File: src/hw/rtl/dlepd_pkg.sv
package dlepd_pkg;

  localparam int MAX_INDEX_DEF = 255;

  localparam logic [7:0] DLE_BYTE = 8'h10;
  localparam logic [7:0] ETX_BYTE = 8'h03;

  localparam logic [1:0] EV_START   = 2'd0;
  localparam logic [1:0] EV_PAYLOAD = 2'd1;
  localparam logic [1:0] EV_END     = 2'd2;

  typedef enum logic [2:0] {
    MODE_IDLE     = 3'd0,
    MODE_HDR      = 3'd1,
    MODE_HUNT     = 3'd2,
    MODE_HUNT_DLE = 3'd3,
    MODE_DATA     = 3'd4,
    MODE_DATA_DLE = 3'd5
  } mode_t;

  typedef struct packed {
    logic [1:0] event_res;
    logic [7:0] data_byte;
    logic [7:0] report_id;
    logic [7:0] byte_index;
    logic       last;
  } res_t;

endpackage

File: src/hw/rtl/dlepd_if.sv
interface dlepd_in_if;
  logic       valid;
  logic       ready;
  logic [7:0] rx_byte;

  modport source (output valid, output rx_byte, input ready);
  modport sink   (input valid, input rx_byte, output ready);
endinterface

interface dlepd_out_if;
  logic       valid;
  logic       ready;
  logic [1:0] event_res;
  logic [7:0] data_byte;
  logic [7:0] report_id;
  logic [7:0] byte_index;
  logic       last;

  modport source (output valid, output event_res, output data_byte, output report_id,
                  output byte_index, output last, input ready);
  modport sink   (input valid, input event_res, input data_byte, input report_id,
                  input byte_index, input last, output ready);
endinterface

File: src/hw/rtl/dle_packet_deframer.sv
// Channel  Dir  Payload                                              Handshake
// rx       in   rx_byte[7:0]                                         valid/ready
// res      out  event_res[1:0] data_byte report_id byte_index last   valid/ready
//
// One byte is decoded in the cycle it is accepted; its results are registered into a
// three-entry result queue, whose head entry drives res.
// Sustained rate is one byte per cycle while res is ready; a DLE followed by a byte
// other than DLE or ETX yields two payload results, sent one at a time on res.
// rx.ready is high while the queue keeps two free entries after this cycle's pop.
// Synchronous reset returns to idle (expecting header DLE) and empties the queue.
module dle_packet_deframer #(
  parameter int MAX_INDEX = dlepd_pkg::MAX_INDEX_DEF
) (
  input logic         clk,
  input logic         rst,
  dlepd_in_if.sink    rx,
  dlepd_out_if.source res
);

  localparam int CntW = $clog2(MAX_INDEX + 1);
  localparam logic [CntW-1:0] CntMax = CntW'(MAX_INDEX);

  dlepd_pkg::mode_t mode, mode_next;
  logic [7:0]       cur_id, cur_id_next;
  logic [CntW-1:0]  count, count_next, count_inc, count_inc2;

  dlepd_pkg::res_t  q [3];
  dlepd_pkg::res_t  q_next [3];
  logic [1:0]       qcnt, qcnt_next, avail;
  logic             pop, take;

  dlepd_pkg::res_t  r0, r1;
  logic [1:0]       n_new;

  always_comb begin
    count_inc  = (count < CntMax) ? count + 1'b1 : count;
    count_inc2 = (count_inc < CntMax) ? count_inc + 1'b1 : count_inc;
  end

  always_comb begin
    logic [7:0] b;
    b           = rx.rx_byte;
    mode_next   = mode;
    cur_id_next = cur_id;
    count_next  = count;
    n_new       = 2'd0;
    r0          = '{event_res: dlepd_pkg::EV_PAYLOAD, data_byte: b, report_id: cur_id,
                    byte_index: 8'(count), last: 1'b1};
    r1          = '{event_res: dlepd_pkg::EV_PAYLOAD, data_byte: b, report_id: cur_id,
                    byte_index: 8'(count_inc), last: 1'b1};
    case (mode)
      dlepd_pkg::MODE_HDR: begin
        if (b == dlepd_pkg::DLE_BYTE) begin
          mode_next = dlepd_pkg::MODE_HUNT;
        end else if (b == dlepd_pkg::ETX_BYTE) begin
          mode_next = dlepd_pkg::MODE_IDLE;
        end else begin
          cur_id_next  = b;
          count_next   = '0;
          r0.event_res = dlepd_pkg::EV_START;
          r0.report_id = b;
          r0.byte_index = 8'd0;
          n_new        = 2'd1;
          mode_next    = dlepd_pkg::MODE_DATA;
        end
      end
      dlepd_pkg::MODE_HUNT: begin
        if (b == dlepd_pkg::DLE_BYTE) begin
          mode_next = dlepd_pkg::MODE_HUNT_DLE;
        end
      end
      dlepd_pkg::MODE_HUNT_DLE: begin
        mode_next = (b == dlepd_pkg::ETX_BYTE) ? dlepd_pkg::MODE_IDLE : dlepd_pkg::MODE_HUNT;
      end
      dlepd_pkg::MODE_DATA: begin
        if (b == dlepd_pkg::DLE_BYTE) begin
          mode_next = dlepd_pkg::MODE_DATA_DLE;
        end else begin
          count_next = count_inc;
          n_new      = 2'd1;
        end
      end
      dlepd_pkg::MODE_DATA_DLE: begin
        mode_next = dlepd_pkg::MODE_DATA;
        if (b == dlepd_pkg::DLE_BYTE) begin
          r0.data_byte = dlepd_pkg::DLE_BYTE;
          count_next   = count_inc;
          n_new        = 2'd1;
        end else if (b == dlepd_pkg::ETX_BYTE) begin
          r0.event_res = dlepd_pkg::EV_END;
          r0.data_byte = 8'd0;
          n_new        = 2'd1;
          mode_next    = dlepd_pkg::MODE_IDLE;
        end else begin
          r0.data_byte = dlepd_pkg::DLE_BYTE;
          r0.last      = 1'b0;
          count_next   = count_inc2;
          n_new        = 2'd2;
        end
      end
      default: begin
        mode_next = (b == dlepd_pkg::DLE_BYTE) ? dlepd_pkg::MODE_HDR : dlepd_pkg::MODE_HUNT;
      end
    endcase
  end

  always_comb begin
    pop      = res.valid && res.ready;
    avail    = qcnt - {1'b0, pop};
    rx.ready = (avail <= 2'd1);
    take     = rx.valid && rx.ready;

    q_next = q;
    if (pop) begin
      q_next[0] = q[1];
      q_next[1] = q[2];
    end
    qcnt_next = avail;
    if (take) begin
      qcnt_next = avail + n_new;
      if (n_new != 2'd0) begin
        q_next[avail] = r0;
      end
      if (n_new == 2'd2) begin
        q_next[2'(avail + 2'd1)] = r1;
      end
    end
  end

  always_ff @(posedge clk) begin
    if (rst) begin
      mode   <= dlepd_pkg::MODE_IDLE;
      cur_id <= '0;
      count  <= '0;
      qcnt   <= '0;
    end else begin
      qcnt <= qcnt_next;
      if (take) begin
        mode   <= mode_next;
        cur_id <= cur_id_next;
        count  <= count_next;
      end
    end
  end

  always_ff @(posedge clk) begin
    q <= q_next;
  end

  assign res.valid      = (qcnt != 2'd0);
  assign res.event_res  = q[0].event_res;
  assign res.data_byte  = q[0].data_byte;
  assign res.report_id  = q[0].report_id;
  assign res.byte_index = q[0].byte_index;
  assign res.last       = q[0].last;

endmodule

File: src/flat_wrapper.sv
// flat-port wrapper written by rule: the top's interface ports become plain ports
module dle_packet_deframer_flat 
#(
  parameter int MAX_INDEX = dlepd_pkg::MAX_INDEX_DEF
)
  (clk, rst, rx_valid, rx_rx_byte, rx_ready, res_valid, res_event_res, res_data_byte, res_report_id, res_byte_index, res_last, res_ready);
  dlepd_in_if rx_i ();
  dlepd_out_if res_i ();
  input logic clk;
  input logic rst;
  input wire logic [$bits(rx_i.valid)-1:0] rx_valid;
  input wire logic [$bits(rx_i.rx_byte)-1:0] rx_rx_byte;
  output wire logic [$bits(rx_i.ready)-1:0] rx_ready;
  output wire logic [$bits(res_i.valid)-1:0] res_valid;
  output wire logic [$bits(res_i.event_res)-1:0] res_event_res;
  output wire logic [$bits(res_i.data_byte)-1:0] res_data_byte;
  output wire logic [$bits(res_i.report_id)-1:0] res_report_id;
  output wire logic [$bits(res_i.byte_index)-1:0] res_byte_index;
  output wire logic [$bits(res_i.last)-1:0] res_last;
  input wire logic [$bits(res_i.ready)-1:0] res_ready;
  assign rx_i.valid = rx_valid;
  assign rx_i.rx_byte = rx_rx_byte;
  assign rx_ready = rx_i.ready;
  assign res_valid = res_i.valid;
  assign res_event_res = res_i.event_res;
  assign res_data_byte = res_i.data_byte;
  assign res_report_id = res_i.report_id;
  assign res_byte_index = res_i.byte_index;
  assign res_last = res_i.last;
  assign res_i.ready = res_ready;
  dle_packet_deframer #(.MAX_INDEX(MAX_INDEX)) u_core (.clk(clk), .rst(rst), .rx(rx_i), .res(res_i));
endmodule
File: config.mk
export PLATFORM = sky130hd
export DESIGN_NAME = dle_packet_deframer_flat
export DESIGN_NICKNAME = d
export VERILOG_FILES = /design/src/hw/rtl/dlepd_pkg.sv /design/src/hw/rtl/dlepd_if.sv /design/src/hw/rtl/dle_packet_deframer.sv /design/src/flat_wrapper.sv
export SDC_FILE = /design/constraint.sdc
export NUM_CORES = 1
export LEC_CHECK = 0
export BUFFER_PORTS_ARGS = -buffer_cell sky130_fd_sc_hd__clkbuf_2
export CAP_MARGIN = 25
export CORE_ASPECT_RATIO = 0.6
export CORE_MARGIN = 10
export CORE_UTILIZATION = 61
export CTS_CLUSTER_SIZE = 30
export DETAILED_ROUTE_END_ITERATION = 8
export PLACE_DENSITY = 0.82
export SYNTH_ARGS = -nofsm -noshare
export SYNTH_HDL_FRONTEND = slang
export SYNTH_SLANG_ARGS = --single-unit
File: constraint.sdc
create_clock -name clk -period 4.2 [get_ports clk]
set_clock_uncertainty 0.05 [all_clocks]
set_input_delay 0.63 -clock clk [delete_from_list [all_inputs] [get_ports clk]]
set_output_delay 0.63 -clock clk [all_outputs]
set_load 0.05 [all_outputs]
==> flow_summary.ini <==
[synthesis]
synth_xor_area_share_pct = 0.571
postSynthAreaPerCell_sq_um = 9.06
yosys.area_share.simple_pct = 20.4
synth_top_family_by_area = compound AO/OA/AOI/OAI gates
synth_mux_area_share_pct = 7.54
synth_fa_ha_area_share_pct = 0.815
synth_async_sr_flop_share_pct = 0
synth_edf_count = 27
synth_area_sq_um = 6140
yosysWarnings = 0
syn_nets = 694
synth_cells = 678
yosys.cell_types.count = 86
ys_seq_area_share_pct = 37.7
synth_compound_area_share_pct = 24.3
ys_dominant_reg_cell = dfxtp_1
ys_seq_elements = 102

[placement]
hpwlAfterDp_microns = 11900
port_buffers = 40
place_area_sq_um = 6100
gp_congestion = 0.926

[timing]
slew_headroom_pct = 28.3
period_share_pct = 82.1
maxSlewViolCount = 0
fin_crit_ps = 3450
hold_violations = 0
max_freq_mhz = 290
grt_setup_unrepaired = no
fin_tns_setup_ps = 0
setup-violations-final = 0
worst_slew_pin_slew_ps = 1080

[detailed_routing]
drt_first_iter_violations = 869
drc_errors = 0
wl_microns = 16900
first_pass_iters = 5
vias_per_cell = 6.77
num_vias = 5432
wire_per_inst_microns = 21.1
antenna_left = 0

[setup_path]
cpPeakStageDelay_ps = 660
worst_setup_path_end_kind = flop
worstSetupStartpointType = flop
worstPathCellList = ha_1, nand2_2, nor3_1, xnor2_1, ha_1, nand4_1, o31a_1, a221oi_1
crit_arrival_ps = 3630
critPathMaxFanout = 12
required_ps = 4390
slowest_stage = dfxtp_1
path_class = reg2reg
crit_top_cell = ha_1

[power]
p_per_area_nw_per_um2 = 645
leakage_nw = 2.49
peakVddDrop_v = 0.000362

[grt]
grtUsageTotal_pct = 22.4
grt_remaining_overflow = 0
first_global_vias = 4783
grt_max_degree = 56
antenna_found_initial = 0
grt_pass1_wl_microns = 26700

[clock_tree]
cts.sinks = 102
cts_tree = built
clk_pin_slew_worst_paths_ps = 70
ctsResizeCount = 0
clock_path_buffers = 2
hold_buffers = 0
insertion_delay_ps = 350
post_cts_buffers = 0
numCtsBuffers = 9
htreeDepth = 3
cts-root-buf = clkbuf_16

[floorplanning]
core_area_sq_um = 9840
rows = 28
pin_count = 41
die_area_sq_um = 14600
fp.dieW_microns = 150
die_h_microns = 97.7
start_util_pct = 62.4

[job]
cap_violations = 0

[finish]
fill_cells = 827
fin_nets = 678
area_growth_pct = 4.12
final_layout_size_suffix_gt1_share_pct = 17.2
diodes = 0
final_cell_area_sq_um = 6390

[outcome]
status = completed

[min_path]
min_path_type = reg2reg
[path summary, 6_finish.rpt]
check | start | end | slack [ps] | cells past startpoint
worst max-delay path | u_core.count[0] | u_core.count[6] | 750 | 8
worst min-delay path | u_core.q[48] | u_core.res.data_byte[4] | 480 | 2
worst max register to register | u_core.count[0] | u_core.count[6] | 750 | 8
worst min register to register | u_core.q[48] | u_core.res.data_byte[4] | 480 | 2
[cell usage in the layout (no fill, tap or decap), types with 16 or more instances in the layout]
cell,Yosys,layout
clkbuf_2,0,40
a211oi_1,16,16
mux2i_1,44,44
and2_1,17,17
edfxtp_1,27,27
a21oi_1,40,40
dfxtp_1,75,75
nand2_1,71,70
o21ai_0,42,42
nor2_1,42,42
nand3_1,35,35
[critical path: cells and delay by family, from the launching register on]
family                   cells  cell delay, ps
XOR/XNOR                     1             370
adder cells (fa/ha/maj)      2             840
AND/OR/NAND/NOR              3             760
AO/OA/AOI/OAI                2             650
flip-flops                   1             660
[metal layers]
metal  vias up  wire, microns  global-route usage (%)
met5         -              0                       0
met4         0            243                    4.96
met3        34           2220                    7.12
met2       356           6790                    28.4
met1      2570           7650                    34.8
li1       2472              -                       -
[metrics by stage]
step	util, %	std cells	power, mW	setup slack (ps)	hold WS [ps]
6_report	64.9	802	4.12	753	475
5_1_grt	64.9	802	4.33	607	510
4_1_cts	64.9	802	4.12	889	475
2_1_floorplan	-	678	3.09	509	409
3_5_place_dp	62.0	786	3.30	687	460
3_3_place_gp	62.0	786	3.25	813	453
[cells in the mapped netlist (all sizes together) (4+ instances only)]
cell type / instances / area share, %
dfxtp: 75 / 24
nand2: 73 / 4.5
buf: 52 / 6.2
nor2: 47 / 3.2
o21ai: 45 / 3.7
mux2i: 44 / 7.2
a21oi: 42 / 3.7
nand3: 38 / 3.5
edfxtp: 27 / 13
clkbuf: 24 / 1.5
and2: 18 / 1.9
a211oi: 17 / 2.3
a221oi: 15 / 3.1
inv: 14 / 0.90
o211ai: 12 / 2.0
and3: 11 / 1.1
nor3: 10 / 0.98
a311oi: 8 / 1.2
o2bb2ai: 8 / 1.1
a22o: 7 / 1.0
nand2b: 7 / 0.71
a211o: 6 / 0.88
a221o: 5 / 0.82
a31oi: 5 / 0.75
nor4: 5 / 1.2
o32ai: 5 / 0.71
ha: 4 / 0.82
nand4: 4 / 0.41
o22ai: 4 / 0.41
or3: 4 / 0.41
[cell families (layout without fill, tap and decap cells)]
| kind of cell | count (synthesis) | count (layout) |
|---|---|---|
| buffers and inverters | 90 | 79 |
| AND/OR/NAND/NOR | 235 | 235 |
| XOR/XNOR | 4 | 4 |
| adder cells (fa/ha/maj) | 4 | 4 |
| AO/OA/AOI/OAI | 197 | 197 |
| multiplexers | 46 | 46 |
| flip-flops | 102 | 102 |
[power by group]
part	switching, mW	internal, mW	total [mW]
clock network	0.395	0.429	0.824
logic	1.09	0.556	1.64
registers	0.212	1.44	1.65
[registers in the layout, summed over array words and instances, names as in the netlist]
register and cells:
u_core.count 8, u_core.cur_id 8, u_core.mode 3, u_core.q 54, u_core.qcnt 2, u_core.res.byte_index 8, u_core.res.data_byte 8, u_core.res.event_res 2
u_core.res.last 1, u_core.res.report_id 8
[final cells by class]
| cell class | count | area (sq um) | share of cell area (%) |
|---|---|---|---|
| sequential | 102 | 2310 | 36.2 |
| inverter | 14 | 55.1 | 0.861 |
| clock inverter | 6 | 51.3 | 0.803 |
| clock buffer | 10 | 239 | 3.74 |
| multi-input combinational | 486 | 3300 | 51.6 |
| tap | 135 | 169 | 2.64 |
| timing repair buffer | 49 | 268 | 4.19 |
Power figures use the tool's default switching activity.
